[src/hdl/irpwd_pkg.sv]
// Shared types and constants for the IR pulse-width decoder.
// Used by irpwd_div and ir_pulse_width_decoder_core; no dependencies.
package irpwd_pkg;

    localparam int PERIOD_W = 16;
    localparam int UNIT_W   = 16;
    localparam int TMO_W    = 8;
    localparam int QUO_W    = 8;
    localparam int SHIFT_W  = 16;
    localparam int COUNT_W  = 8;
    localparam int GAP_W    = 8;
    localparam int DIV_STEPS = PERIOD_W;
    localparam int STEP_W    = $clog2(DIV_STEPS);

    localparam logic [QUO_W-1:0]   Q_ZERO_BIT = 8'd1;
    localparam logic [QUO_W-1:0]   Q_ONE_BIT  = 8'd2;
    localparam logic [QUO_W-1:0]   Q_SYNC     = 8'd13;
    localparam logic [QUO_W-1:0]   Q_LOW      = 8'd8;
    localparam logic [QUO_W-1:0]   Q_HIGH     = 8'd100;
    localparam logic [COUNT_W-1:0] FRAME_BITS = 8'd16;
    localparam logic [GAP_W-1:0]   GAP_MAX    = 8'hFF;

    localparam logic [UNIT_W-1:0] UNIT_RESET = 16'd32;
    localparam logic [TMO_W-1:0]  TMO_RESET  = 8'd56;

    // register indexes (paddr[2])
    localparam logic REG_UNIT    = 1'b0;
    localparam logic REG_TIMEOUT = 1'b1;

    typedef struct packed {
        logic                start;
        logic [PERIOD_W-1:0] dividend;
        logic [UNIT_W-1:0]   divisor;
    } div_req_t;

    typedef struct packed {
        logic             busy;
        logic             done;
        logic [QUO_W-1:0] quo;
    } div_rsp_t;

endpackage

[src/hdl/irpwd_div.sv]
// Bit-serial restoring divider: one quotient bit per cycle.
// Depends on irpwd_pkg. A zero divisor gives an all-ones quotient.
module irpwd_div
(
    input  logic                clk,
    input  logic                rst_n,
    input  irpwd_pkg::div_req_t req,
    output irpwd_pkg::div_rsp_t rsp
);

    logic [irpwd_pkg::UNIT_W-1:0]   rem_reg, rem_next;
    logic [irpwd_pkg::PERIOD_W-1:0] quo_reg, quo_next;
    logic [irpwd_pkg::UNIT_W-1:0]   dsr_reg;
    logic [irpwd_pkg::STEP_W-1:0]   step_reg, step_next;
    logic                           busy_reg, busy_next;
    logic                           done_reg, done_next;
    logic [irpwd_pkg::UNIT_W:0]     trial;
    logic [irpwd_pkg::UNIT_W:0]     diff;

    // partial remainder with next dividend bit shifted in
    assign trial = {rem_reg, quo_reg[irpwd_pkg::PERIOD_W-1]};
    assign diff  = trial - {1'b0, dsr_reg};

    always_comb
    begin
        rem_next  = rem_reg;
        quo_next  = quo_reg;
        step_next = step_reg;
        busy_next = busy_reg;
        done_next = 1'b0;
        if (req.start)
        begin
            rem_next  = '0;
            quo_next  = req.dividend;
            step_next = '0;
            busy_next = 1'b1;
        end
        else if (busy_reg)
        begin
            if (!diff[irpwd_pkg::UNIT_W])
            begin
                rem_next = diff[irpwd_pkg::UNIT_W-1:0];
                quo_next = {quo_reg[irpwd_pkg::PERIOD_W-2:0], 1'b1};
            end
            else
            begin
                rem_next = trial[irpwd_pkg::UNIT_W-1:0];
                quo_next = {quo_reg[irpwd_pkg::PERIOD_W-2:0], 1'b0};
            end
            step_next = step_reg + 1'b1;
            if (step_reg == irpwd_pkg::STEP_W'(irpwd_pkg::DIV_STEPS - 1))
            begin
                busy_next = 1'b0;
                done_next = 1'b1;
            end
        end
    end

    always_ff @(posedge clk or negedge rst_n)
    begin
        if (!rst_n)
        begin
            busy_reg <= 1'b0;
            done_reg <= 1'b0;
            step_reg <= '0;
        end
        else
        begin
            busy_reg <= busy_next;
            done_reg <= done_next;
            step_reg <= step_next;
        end
    end

    always_ff @(posedge clk)
    begin
        rem_reg <= rem_next;
        quo_reg <= quo_next;
        if (req.start)
        begin
            dsr_reg <= req.divisor;
        end
    end

    assign rsp.busy = busy_reg;
    assign rsp.done = done_reg;
    assign rsp.quo  = quo_reg[irpwd_pkg::QUO_W-1:0];

endmodule

[src/hdl/ir_pulse_width_decoder_core.sv]
// Top level of the IR pulse-width decoder: stream ports, APB registers,
// frame state and output register. Depends on irpwd_pkg and irpwd_div.
//
//  channel | dir | handshake          | payload
//  --------+-----+--------------------+--------------------------------------
//  s_*     | in  | s_tvalid/s_tready  | tuser = cmd, tdata = period
//  m_*     | out | m_tvalid/m_tready  | tdata = shift, count, code, latched
//  apb     | in  | psel/penable/pready| unit_ticks @0x0, timeout_ticks @0x4
//
// Capture transfers are accepted, run the divider steps (one quotient bit
// each, bit-serial), then the quotient is collected and the update is made.
// Tick transfers are accepted and then updated; a new item is taken only in idle.
// Reset (rst_n low, asynchronous) clears frame state and restores defaults.
// A stalled m_tready holds the update step; the next item is still taken
// while a finished result waits in the output register.
module ir_pulse_width_decoder_core
(
    input  logic        clk,
    input  logic        rst_n,
    // input stream
    input  logic        s_tvalid,
    output logic        s_tready,
    input  logic [15:0] s_tdata,   // [15:0] period
    input  logic        s_tuser,   // [0] cmd (0 capture, 1 tick)
    // output stream
    output logic        m_tvalid,
    input  logic        m_tready,
    output logic [47:0] m_tdata,   // [15:0] shift_data, [23:16] bit_count,
                                   // [39:24] user_code, [40] code_latched
    // APB configuration
    input  logic        psel,
    input  logic        penable,
    input  logic        pwrite,
    input  logic [2:0]  paddr,
    input  logic [31:0] pwdata,
    output logic [31:0] prdata,
    output logic        pready
);

    localparam logic [1:0] ST_IDLE  = 2'd0;
    localparam logic [1:0] ST_DIV   = 2'd1;
    localparam logic [1:0] ST_APPLY = 2'd2;

    logic [1:0] state_reg, state_next;

    // configuration
    logic [irpwd_pkg::UNIT_W-1:0] unit_reg;
    logic [irpwd_pkg::TMO_W-1:0]  tmo_reg;
    logic                         cfg_wr;

    // frame state
    logic [irpwd_pkg::SHIFT_W-1:0] shift_reg, shift_next;
    logic [irpwd_pkg::COUNT_W-1:0] bits_reg, bits_next;
    logic [irpwd_pkg::GAP_W-1:0]   gap_reg, gap_next;
    logic [irpwd_pkg::SHIFT_W-1:0] code_reg, code_next;
    logic                          latch;

    // item in flight
    logic                        cmd_reg;
    logic [irpwd_pkg::QUO_W-1:0] q_reg;

    // output register
    logic        out_valid_reg;
    logic [40:0] out_data_reg;
    logic        out_load;

    irpwd_pkg::div_req_t div_req;
    irpwd_pkg::div_rsp_t div_rsp;

    logic accept;
    logic is_bit;
    logic abandon;
    logic [irpwd_pkg::GAP_W-1:0] gap_inc;

    // ---------------- APB ----------------
    assign pready = 1'b1;
    assign cfg_wr = psel && penable && pwrite && pready;

    always_comb
    begin
        if (paddr[2] == irpwd_pkg::REG_UNIT)
        begin
            prdata = {16'd0, unit_reg};
        end
        else
        begin
            prdata = {24'd0, tmo_reg};
        end
    end

    always_ff @(posedge clk or negedge rst_n)
    begin
        if (!rst_n)
        begin
            unit_reg <= irpwd_pkg::UNIT_RESET;
            tmo_reg  <= irpwd_pkg::TMO_RESET;
        end
        else if (cfg_wr)
        begin
            if (paddr[2] == irpwd_pkg::REG_UNIT)
            begin
                unit_reg <= pwdata[irpwd_pkg::UNIT_W-1:0];
            end
            else
            begin
                tmo_reg <= pwdata[irpwd_pkg::TMO_W-1:0];
            end
        end
    end

    // ---------------- control ----------------
    assign s_tready = (state_reg == ST_IDLE);
    assign accept   = s_tvalid && s_tready;

    assign div_req.start    = accept && !s_tuser;
    assign div_req.dividend = s_tdata;
    assign div_req.divisor  = unit_reg;

    irpwd_div u_div
    (
        .clk   (clk),
        .rst_n (rst_n),
        .req   (div_req),
        .rsp   (div_rsp)
    );

    // result slot is free when empty or draining this cycle
    assign out_load = (state_reg == ST_APPLY) && (!out_valid_reg || m_tready);

    always_comb
    begin
        state_next = state_reg;
        unique case (state_reg)
            ST_IDLE:
            begin
                if (accept)
                begin
                    state_next = s_tuser ? ST_APPLY : ST_DIV;
                end
            end
            ST_DIV:
            begin
                if (div_rsp.done)
                begin
                    state_next = ST_APPLY;
                end
            end
            ST_APPLY:
            begin
                if (out_load)
                begin
                    state_next = ST_IDLE;
                end
            end
            default:
            begin
                state_next = ST_IDLE;
            end
        endcase
    end

    always_ff @(posedge clk or negedge rst_n)
    begin
        if (!rst_n)
        begin
            state_reg <= ST_IDLE;
        end
        else
        begin
            state_reg <= state_next;
        end
    end

    always_ff @(posedge clk)
    begin
        if (accept)
        begin
            cmd_reg <= s_tuser;
        end
        if (div_rsp.done)
        begin
            q_reg <= div_rsp.quo;
        end
    end

    // ---------------- frame update ----------------
    assign is_bit  = (q_reg == irpwd_pkg::Q_ZERO_BIT) || (q_reg == irpwd_pkg::Q_ONE_BIT);
    assign abandon = (q_reg == irpwd_pkg::Q_SYNC) || (q_reg < irpwd_pkg::Q_LOW)
                     || (q_reg > irpwd_pkg::Q_HIGH);
    assign gap_inc = (gap_reg == irpwd_pkg::GAP_MAX) ? gap_reg : gap_reg + 1'b1;

    always_comb
    begin
        shift_next = shift_reg;
        bits_next  = bits_reg;
        gap_next   = gap_reg;
        code_next  = code_reg;
        latch      = 1'b0;
        if (!cmd_reg)
        begin
            priority if (is_bit)
            begin
                shift_next = {q_reg == irpwd_pkg::Q_ONE_BIT,
                              shift_reg[irpwd_pkg::SHIFT_W-1:1]};
                bits_next  = bits_reg + 1'b1;
                gap_next   = '0;
            end
            else if (abandon)
            begin
                bits_next = '0;
            end
            else
            begin
                gap_next = '0;
            end
            if (bits_next == irpwd_pkg::FRAME_BITS)
            begin
                code_next = shift_next;
                latch     = 1'b1;
            end
        end
        else
        begin
            gap_next = gap_inc;
            if (gap_inc > tmo_reg)
            begin
                bits_next = '0;
            end
        end
    end

    always_ff @(posedge clk or negedge rst_n)
    begin
        if (!rst_n)
        begin
            shift_reg     <= '0;
            bits_reg      <= '0;
            gap_reg       <= '0;
            code_reg      <= '0;
            out_valid_reg <= 1'b0;
        end
        else
        begin
            if (out_load)
            begin
                shift_reg <= shift_next;
                bits_reg  <= bits_next;
                gap_reg   <= gap_next;
                code_reg  <= code_next;
            end
            if (out_load)
            begin
                out_valid_reg <= 1'b1;
            end
            else if (m_tready)
            begin
                out_valid_reg <= 1'b0;
            end
        end
    end

    always_ff @(posedge clk)
    begin
        if (out_load)
        begin
            out_data_reg <= {latch, code_next, bits_next, shift_next};
        end
    end

    assign m_tvalid = out_valid_reg;
    assign m_tdata  = {7'd0, out_data_reg};

`ifndef SYNTHESIS
    // quotient only arrives while a capture waits on it
    a_done_in_div: assert property (@(posedge clk) disable iff (!rst_n)
        div_rsp.done |-> (state_reg == ST_DIV))
        else $error("divider done outside ST_DIV");

    // a latched code always comes with a full frame count
    a_latch_count: assert property (@(posedge clk) disable iff (!rst_n)
        (out_valid_reg && out_data_reg[40]) |-> (out_data_reg[23:16] == irpwd_pkg::FRAME_BITS))
        else $error("code latched without full frame");

    // one update per item, then back to idle
    a_load_idle: assert property (@(posedge clk) disable iff (!rst_n)
        out_load |=> (state_reg == ST_IDLE))
        else $error("update not followed by idle");

    // divider never restarted while busy
    a_no_restart: assert property (@(posedge clk) disable iff (!rst_n)
        div_req.start |-> !div_rsp.busy)
        else $error("divider restarted while busy");
`endif

endmodule
[config.mk]
export PLATFORM = sky130hd
export DESIGN_NAME = ir_pulse_width_decoder_core
export DESIGN_NICKNAME = d
export VERILOG_FILES = /design/src/hdl/irpwd_pkg.sv /design/src/hdl/irpwd_div.sv /design/src/hdl/ir_pulse_width_decoder_core.sv
export SDC_FILE = /design/constraint.sdc
export NUM_CORES = 1
export LEC_CHECK = 0
export ABC_CLOCK_PERIOD_IN_PS = 4460
export BUFFER_PORTS_ARGS = -buffer_cell sky130_fd_sc_hd__buf_2
export CORE_MARGIN = 5
export CORE_UTILIZATION = 25
export DETAILED_ROUTE_END_ITERATION = 6
export GPL_TIMING_DRIVEN = 1
export SLEW_MARGIN = 10
export SYNTH_ARGS = -nofsm -noshare
export SYNTH_HDL_FRONTEND = slang
export SYNTH_HIERARCHICAL = 1
export SYNTH_SLANG_ARGS = --single-unit
export TNS_END_PERCENT = 50
[constraint.sdc]
create_clock -name clk -period 4.46 [get_ports clk]
set_input_delay 0 -clock clk [delete_from_list [all_inputs] [get_ports clk]]
set_output_delay 0 -clock clk [all_outputs]
set_load 0.01 [all_outputs]
==> run_results.csv, run 1 <==
group,metric,value,unit
finish,drive_gt1_frac,0.294,
clock_network,clockBufferDepth,2,
global_routing,first_global_vias,6480,
clock_network,cts.sinks,179,
routing,vias_per_cell,4.42,
global_routing,grt_pass1_wl,35.1,mm
clock_network,clk_latency,0.43,ns
critical_path,arrival,3.83,ns
clock_network,cts_tree,"yes",
routing,via_count,6499,
finish,num-fill-cells,3809,
yosys,netlist_area,0.00948,mm^2
routing,drtIter0Drc,313,
die,die_y,205,um
finish,area.sequential,0.00481,mm^2
clock_network,cts_root_buf,"clkbuf_16",
finish,final_util,0.299,
die,rows,71,
global_routing,overflow,0,
critical_path,cp-start-kind,"flip-flop",
clock_network,cts.htree.levels,4,
clock_network,cts_setup_buffers,0,
clock_network,cts_hold_buf,37,
finish,largest_reg_flops,41,
routing,routed_wl,21.8,mm
place,dpl_worst_slack,0.930,ns
die,die_area,0.0419,mm^2
global_routing,grt_max_degree,64,
power,power.density,527,mW/mm^2
finish,final_cell_area,0.0112,mm^2
timing,finalSetupViolations,0,
job,cap_violations,0,
critical_path,critPathRequiredTime,4.78,ns
die,start_util,0.252,
die,ios,142,
place,postPlaceCellArea,0.0103,mm^2
yosys,ys_warn_count,6,
timing,post-route-period-util,0.789,
timing,fin_skew,0.0105,ns
global_routing,track_usage,0.104,
timing,holdWs,0.0985,ns
critical_path,cp_max_fo,16,
place,dp_hpwl,14.7,mm
place,port_buffers,99,
global_routing,antenna_found_initial,1,
finish,diodes,0,
die,dieWidth,205,um
timing,slew_violations,0,
power,irDropWorstVdd,0.207,mV
timing,worstMarginPinSlew,1.19,ns
timing,slew_headroom,0.209,
timing,hold_violations,0,
yosys,avgSynthCellArea,11.4,um^2
yosys,synthCells,831,
routing,ant_nets,0,
finish,multi_input_area,0.00415,mm^2
timing,layout_setup_ws,0.943,ns
clock_network,path_clk_slew,0.08,ns
timing,tns,0,ns
hold_path,holdCritPathClass,"input pin to asynchronous set/reset pin",
power,p_leak,4.83,nW
routing,firstDrtPassIters,5,
finish,final_cells,1470,
routing,wl_per_cell,14.8,um
critical_path,critPathKind,"flip-flop to flip-flop",
place,place_congestion,0.881,
routing,drc,0,
timing,period_needed,3.52,ns
critical_path,endpoint_kind,"flip-flop",
clock_network,cts_buffers,17,
finish,area_growth,18.7,%
timing,rsz0062_at_grt,"false",
die,core_area,0.0376,mm^2
place,dp.cells,1401,
timing,fmax,0.284,GHz
finish,final_nets,1033,
clock_network,cts_resized,0,
power,total_power,5.93,mW
run_status,status,"complete, no violations",
## cell usage in the layout, fill, tap and decap left out, drive strengths merged, types with 3 or more instances in the layout
cell           n
nor2          51
o31a           3
nand2         96
xnor2         13
or3            6
a311oi        12
dlygate4sd3   37
a21o           6
nand3b         3
dfrtp         77
nand3         18
and3           3
xor2           8
mux2i          4
mux2         110
edfxtp        82
dfxtp         16
o21a           6
dfstp          4
a2111oi        3
conb          24
a31oi          3
clkbuf        17
nor2b         14
inv           48
a21oi         28
o211ai         7
nor4           5
nand2b         8
o22ai          7
o21ai         34
nor3           9
o31ai          6
ha            27
a31o           4
buf          106
a22o          10
clkinv         4
nand4         14
## worst max-delay path: stages (launching register included)
cell	delay [ns]
dfrtp_1	0.48
ha_1	0.38
or3b_1	0.40
a311oi_2	0.18
o211ai_1	0.12
a2111oi_1	0.44
or4b_1	0.93
mux2_4	0.46
## worst paths after layout
kind                                            start  cells after the start  slack, ns                       end
min reg2reg                u_div/quo_reg[0]$_DFFE_PP_                      0       0.46        q_reg[0]$_DFFE_PP_
min                                             rst_n                      2        0.1   unit_reg[5]$_DFFE_PN1P_
max in group asynchronous                       rst_n                      3       3.22  unit_reg[15]$_DFFE_PN0P_
max reg2reg                   bits_reg[0]$_DFFE_PN0P_                      7       0.94   code_reg[8]$_DFFE_PN0P_
min in group clk                               pwrite                      3       0.28    tmo_reg[7]$_DFFE_PN0P_
max                           bits_reg[0]$_DFFE_PN0P_                      7       0.94   code_reg[8]$_DFFE_PN0P_
## report_power, final
| group | leakage [nW] | internal, mW | switching [mW] |
|---|---|---|---|
| combinational | 2.59 | 0.899 | 1.10 |
| sequential | 1.95 | 2.13 | 0.284 |
| clock | 0.290 | 0.755 | 0.753 |
| total | 4.83 | 3.79 | 2.14 |
## layer usage
layer  track usage  part of all wire
met3        0.0192             0.035
met1         0.149              0.49
met5             0           0.00060
met2         0.156              0.45
met4        0.0433             0.027
## cell type report
class | count | share of cell area
Inverter | 37 | 0.0123
Tap cell | 511 | 0.0568
Timing Repair Buffer | 143 | 0.0819
Sequential cell | 179 | 0.428
Multi-Input combinational cell | 568 | 0.369
Clock inverter | 15 | 0.0139
Clock buffer | 17 | 0.0378
Note: power is estimated with default switching activity, not from simulation.
==> run 2: changes to the inputs <==
--- a/config.mk
+++ b/config.mk
@@ -5,7 +5,8 @@
 export SDC_FILE = /design/constraint.sdc
 export NUM_CORES = 1
 export LEC_CHECK = 0
-export ABC_CLOCK_PERIOD_IN_PS = 4460
+export ABC_AREA = 1
+export ABC_CLOCK_PERIOD_IN_PS = 3020
 export BUFFER_PORTS_ARGS = -buffer_cell sky130_fd_sc_hd__buf_2
 export CORE_MARGIN = 5
 export CORE_UTILIZATION = 25
==> constraint.sdc (replaced) <==
create_clock -name clk -period 3.02 [get_ports clk]
set_input_delay 0 -clock clk [delete_from_list [all_inputs] [get_ports clk]]
set_output_delay 0 -clock clk [all_outputs]
set_load 0.01 [all_outputs]
==> run 2 against run 1 <==
Maximum frequency rose by 27%. Via count rose by 19%. Clock power rose by 48%. Clock skew rose by 0.0025 ns. Critical endpoint is now bits_reg[7]$_DFFE_PN0P_.
==> run_results.csv, run 2 <==
group,metric,value,unit
run_status,status,"complete, no violations",
place,port_buffers,99,
finish,diodes,0,
place,place_congestion,0.859,
timing,finalSetupViolations,0,
die,dieWidth,208,um
hold_path,holdCritPathClass,"input pin to asynchronous set/reset pin",
place,dpl_worst_slack,0.0384,ns
critical_path,worstReg2RegStart,"gap_reg[0]$_DFFE_PN0P_",
routing,wl_per_cell,12.4,um
die,ios,142,
clock_network,clockBufferDepth,2,
timing,worstMarginPinSlew,0.993,ns
clock_network,cts_buffers,17,
timing,fin_skew,0.0129,ns
critical_path,critPathKind,"flip-flop to flip-flop",
critical_path,cp-start-kind,"flip-flop",
routing,via_count,7723,
timing,layout_setup_ws,0.250,ns
clock_network,cts.htree.levels,4,
critical_path,setup.worst_path.start,"gap_reg[0]$_DFFE_PN0P_",
global_routing,track_usage,0.107,
place,dp_hpwl,16.6,mm
die,rows,72,
yosys,netlist_area,0.00981,mm^2
global_routing,grt_pass1_wl,38.2,mm
routing,vias_per_cell,4.16,
critical_path,endpoint_kind,"flip-flop",
critical_path,critPathBufInv,3,
clock_network,clk_latency,0.44,ns
timing,slew_violations,0,
die,start_util,0.253,
power,p_leak,5.61,nW
critical_path,critPathRequiredTime,3.39,ns
yosys,synthCells,1202,
routing,drtIter0Drc,451,
finish,layout_common_cells,"nand2_1, inv_1, buf_2",
timing,holdWs,0.258,ns
timing,hold_violations,0,
finish,final_util,0.302,
critical_path,cp_cell_sequence,"ha_2, nand3_2, inv_2, nand4_1, nor2_4, inv_1, o21ai_1, ha_1, a21oi_1, o21a_1, nor2_1, o32ai_1, buf_4, nand3_1, o21ai_0, nand2_1, nand2_1",
die,die_y,208,um
clock_network,path_clk_slew,0.07,ns
place,dp.cells,1788,
die,die_area,0.0433,mm^2
global_routing,grt_max_degree,68,
finish,largest_reg_flops,41,
die,core_area,0.0387,mm^2
job,cap_violations,0,
power,power.density,901,mW/mm^2
global_routing,antenna_found_initial,0,
finish,final_common_cell,"nand2_1",
finish,drive_gt1_frac,0.169,
timing,slew_headroom,0.336,
timing,post-route-period-util,0.917,
power,irDropWorstVdd,0.423,mV
critical_path,rrSetupSlack,0.25,ns
critical_path,crit_family,"simple AND/OR/NAND/NOR gates",
finish,area_growth,19.3,%
routing,ant_nets,0,
yosys,avgSynthCellArea,8.16,um^2
routing,firstDrtPassIters,6,
timing,tns,0,ns
routing,drc,0,
clock_network,cts.sinks,179,
critical_path,slowest_delay,0.40,ns
critical_path,cpMaxStageDelayCell,"dfrtp_1",
critical_path,cp_max_fo,8,
finish,final_cells,1858,
critical_path,arrival,3.14,ns
global_routing,first_global_vias,7604,
global_routing,overflow,0,
clock_network,cts_tree,"yes",
timing,fmax,0.361,GHz
routing,routed_wl,23.1,mm
finish,final_nets,1414,
critical_path,worst_path_most_repeated_cell,"nand2_1",
yosys,ys_warn_count,6,
timing,period_needed,2.77,ns
critical_path,reg2reg_to,"bits_reg[7]$_DFFE_PN0P_",
clock_network,cts_root_buf,"clkbuf_16",
critical_path,rr_worst_depth,17,
==> run 2: changes by cell type in the layout (fill, tap and decap cells not counted), sizes merged, moves of 9 or more <==
| cell | delta |
|---|---|
| nand3 | +67 |
| a22o | -10 |
| nand2 | +311 |
| nor2 | +12 |
| inv | +136 |
| nor2b | -14 |
| mux2 | -110 |
| buf | +9 |
| and2 | +16 |
| o21ai | +56 |
| a311oi | -12 |
==> run 2: report_power, final <==
part | internal, mW | total, mW | switching (mW)
combinational | 1.53 | 4.29 | 2.76
sequential | 3.53 | 4.03 | 0.497
clock | 1.23 | 2.23 | 0.999
total | 6.29 | 10.5 | 4.26
==> run 2: layout make-up <==
cell class              instances  area [um^2]
fillers                      4090        27000
clock inverters                14          151
multi-input cells             795         3990
repair buffers                151          991
well taps                     518          648
flip-flops and latches        179         4810
inverters                     183          688
clock buffers                  18          429
==> run 2: worst max path at each step <==
stage	slack [ns]	depth (start not counted)	endpoint
6_report	0.25	17	bits_reg[7]$_DFFE_PN0P_
2_1_floorplan	0.31	16	bits_reg[7]$_DFFE_PN0P_
5_1_grt	-0.007	19	bits_reg[4]$_DFFE_PN0P_
3_5_place_dp	0.04	17	bits_reg[7]$_DFFE_PN0P_
4_1_cts	0.10	17	bits_reg[7]$_DFFE_PN0P_
3_3_place_gp	0.14	17	bits_reg[7]$_DFFE_PN0P_
==> run 2: metrics by stage <==
stage	total power [mW]	area, um^2
final	10.5	11700
after global routing	11.5	11700
after CTS	10.7	11700
after detailed placement	8.34	10700
after global placement	8.24	10700
after floorplan	7.20	9900
==> run 2: metal layers <==
layer  wire length (um)  part of all wire  GRT usage  up-vias
met5                  0                 0          0        -
met4                396             0.017     0.0342        0
met3                670             0.029     0.0185       22
met2              10800              0.47      0.175      117
met1              11200              0.49      0.144     3583
li1                   -                 -          -     4001
==> run 2: worst register-to-register path, cell delays in order (launching register included) <==
cell and delay (ns):
dfrtp_1 0.40, ha_2 0.22, nand3_2 0.10, inv_2 0.07, nand4_1 0.18, nor2_4 0.23, inv_1 0.09, o21ai_1 0.17
ha_1 0.27, a21oi_1 0.15, o21a_1 0.12, nor2_1 0.04, o32ai_1 0.11, buf_4 0.22, nand3_1 0.07, o21ai_0 0.13
nand2_1 0.08, nand2_1 0.07
==> run 2: timing repair <==
| action | in CTS | in global routing |
|---|---|---|
| pin swaps | 0 | 2 |
| setup endpoints to repair | 1 | 16 |
| buffers inserted | 0 | 2 |
| cloned | 0 | 0 |
| gates resized for setup | 1 | 6 |
| hold buffers | 36 | 0 |
| endpoints found under the hold margin | 105 | 0 |
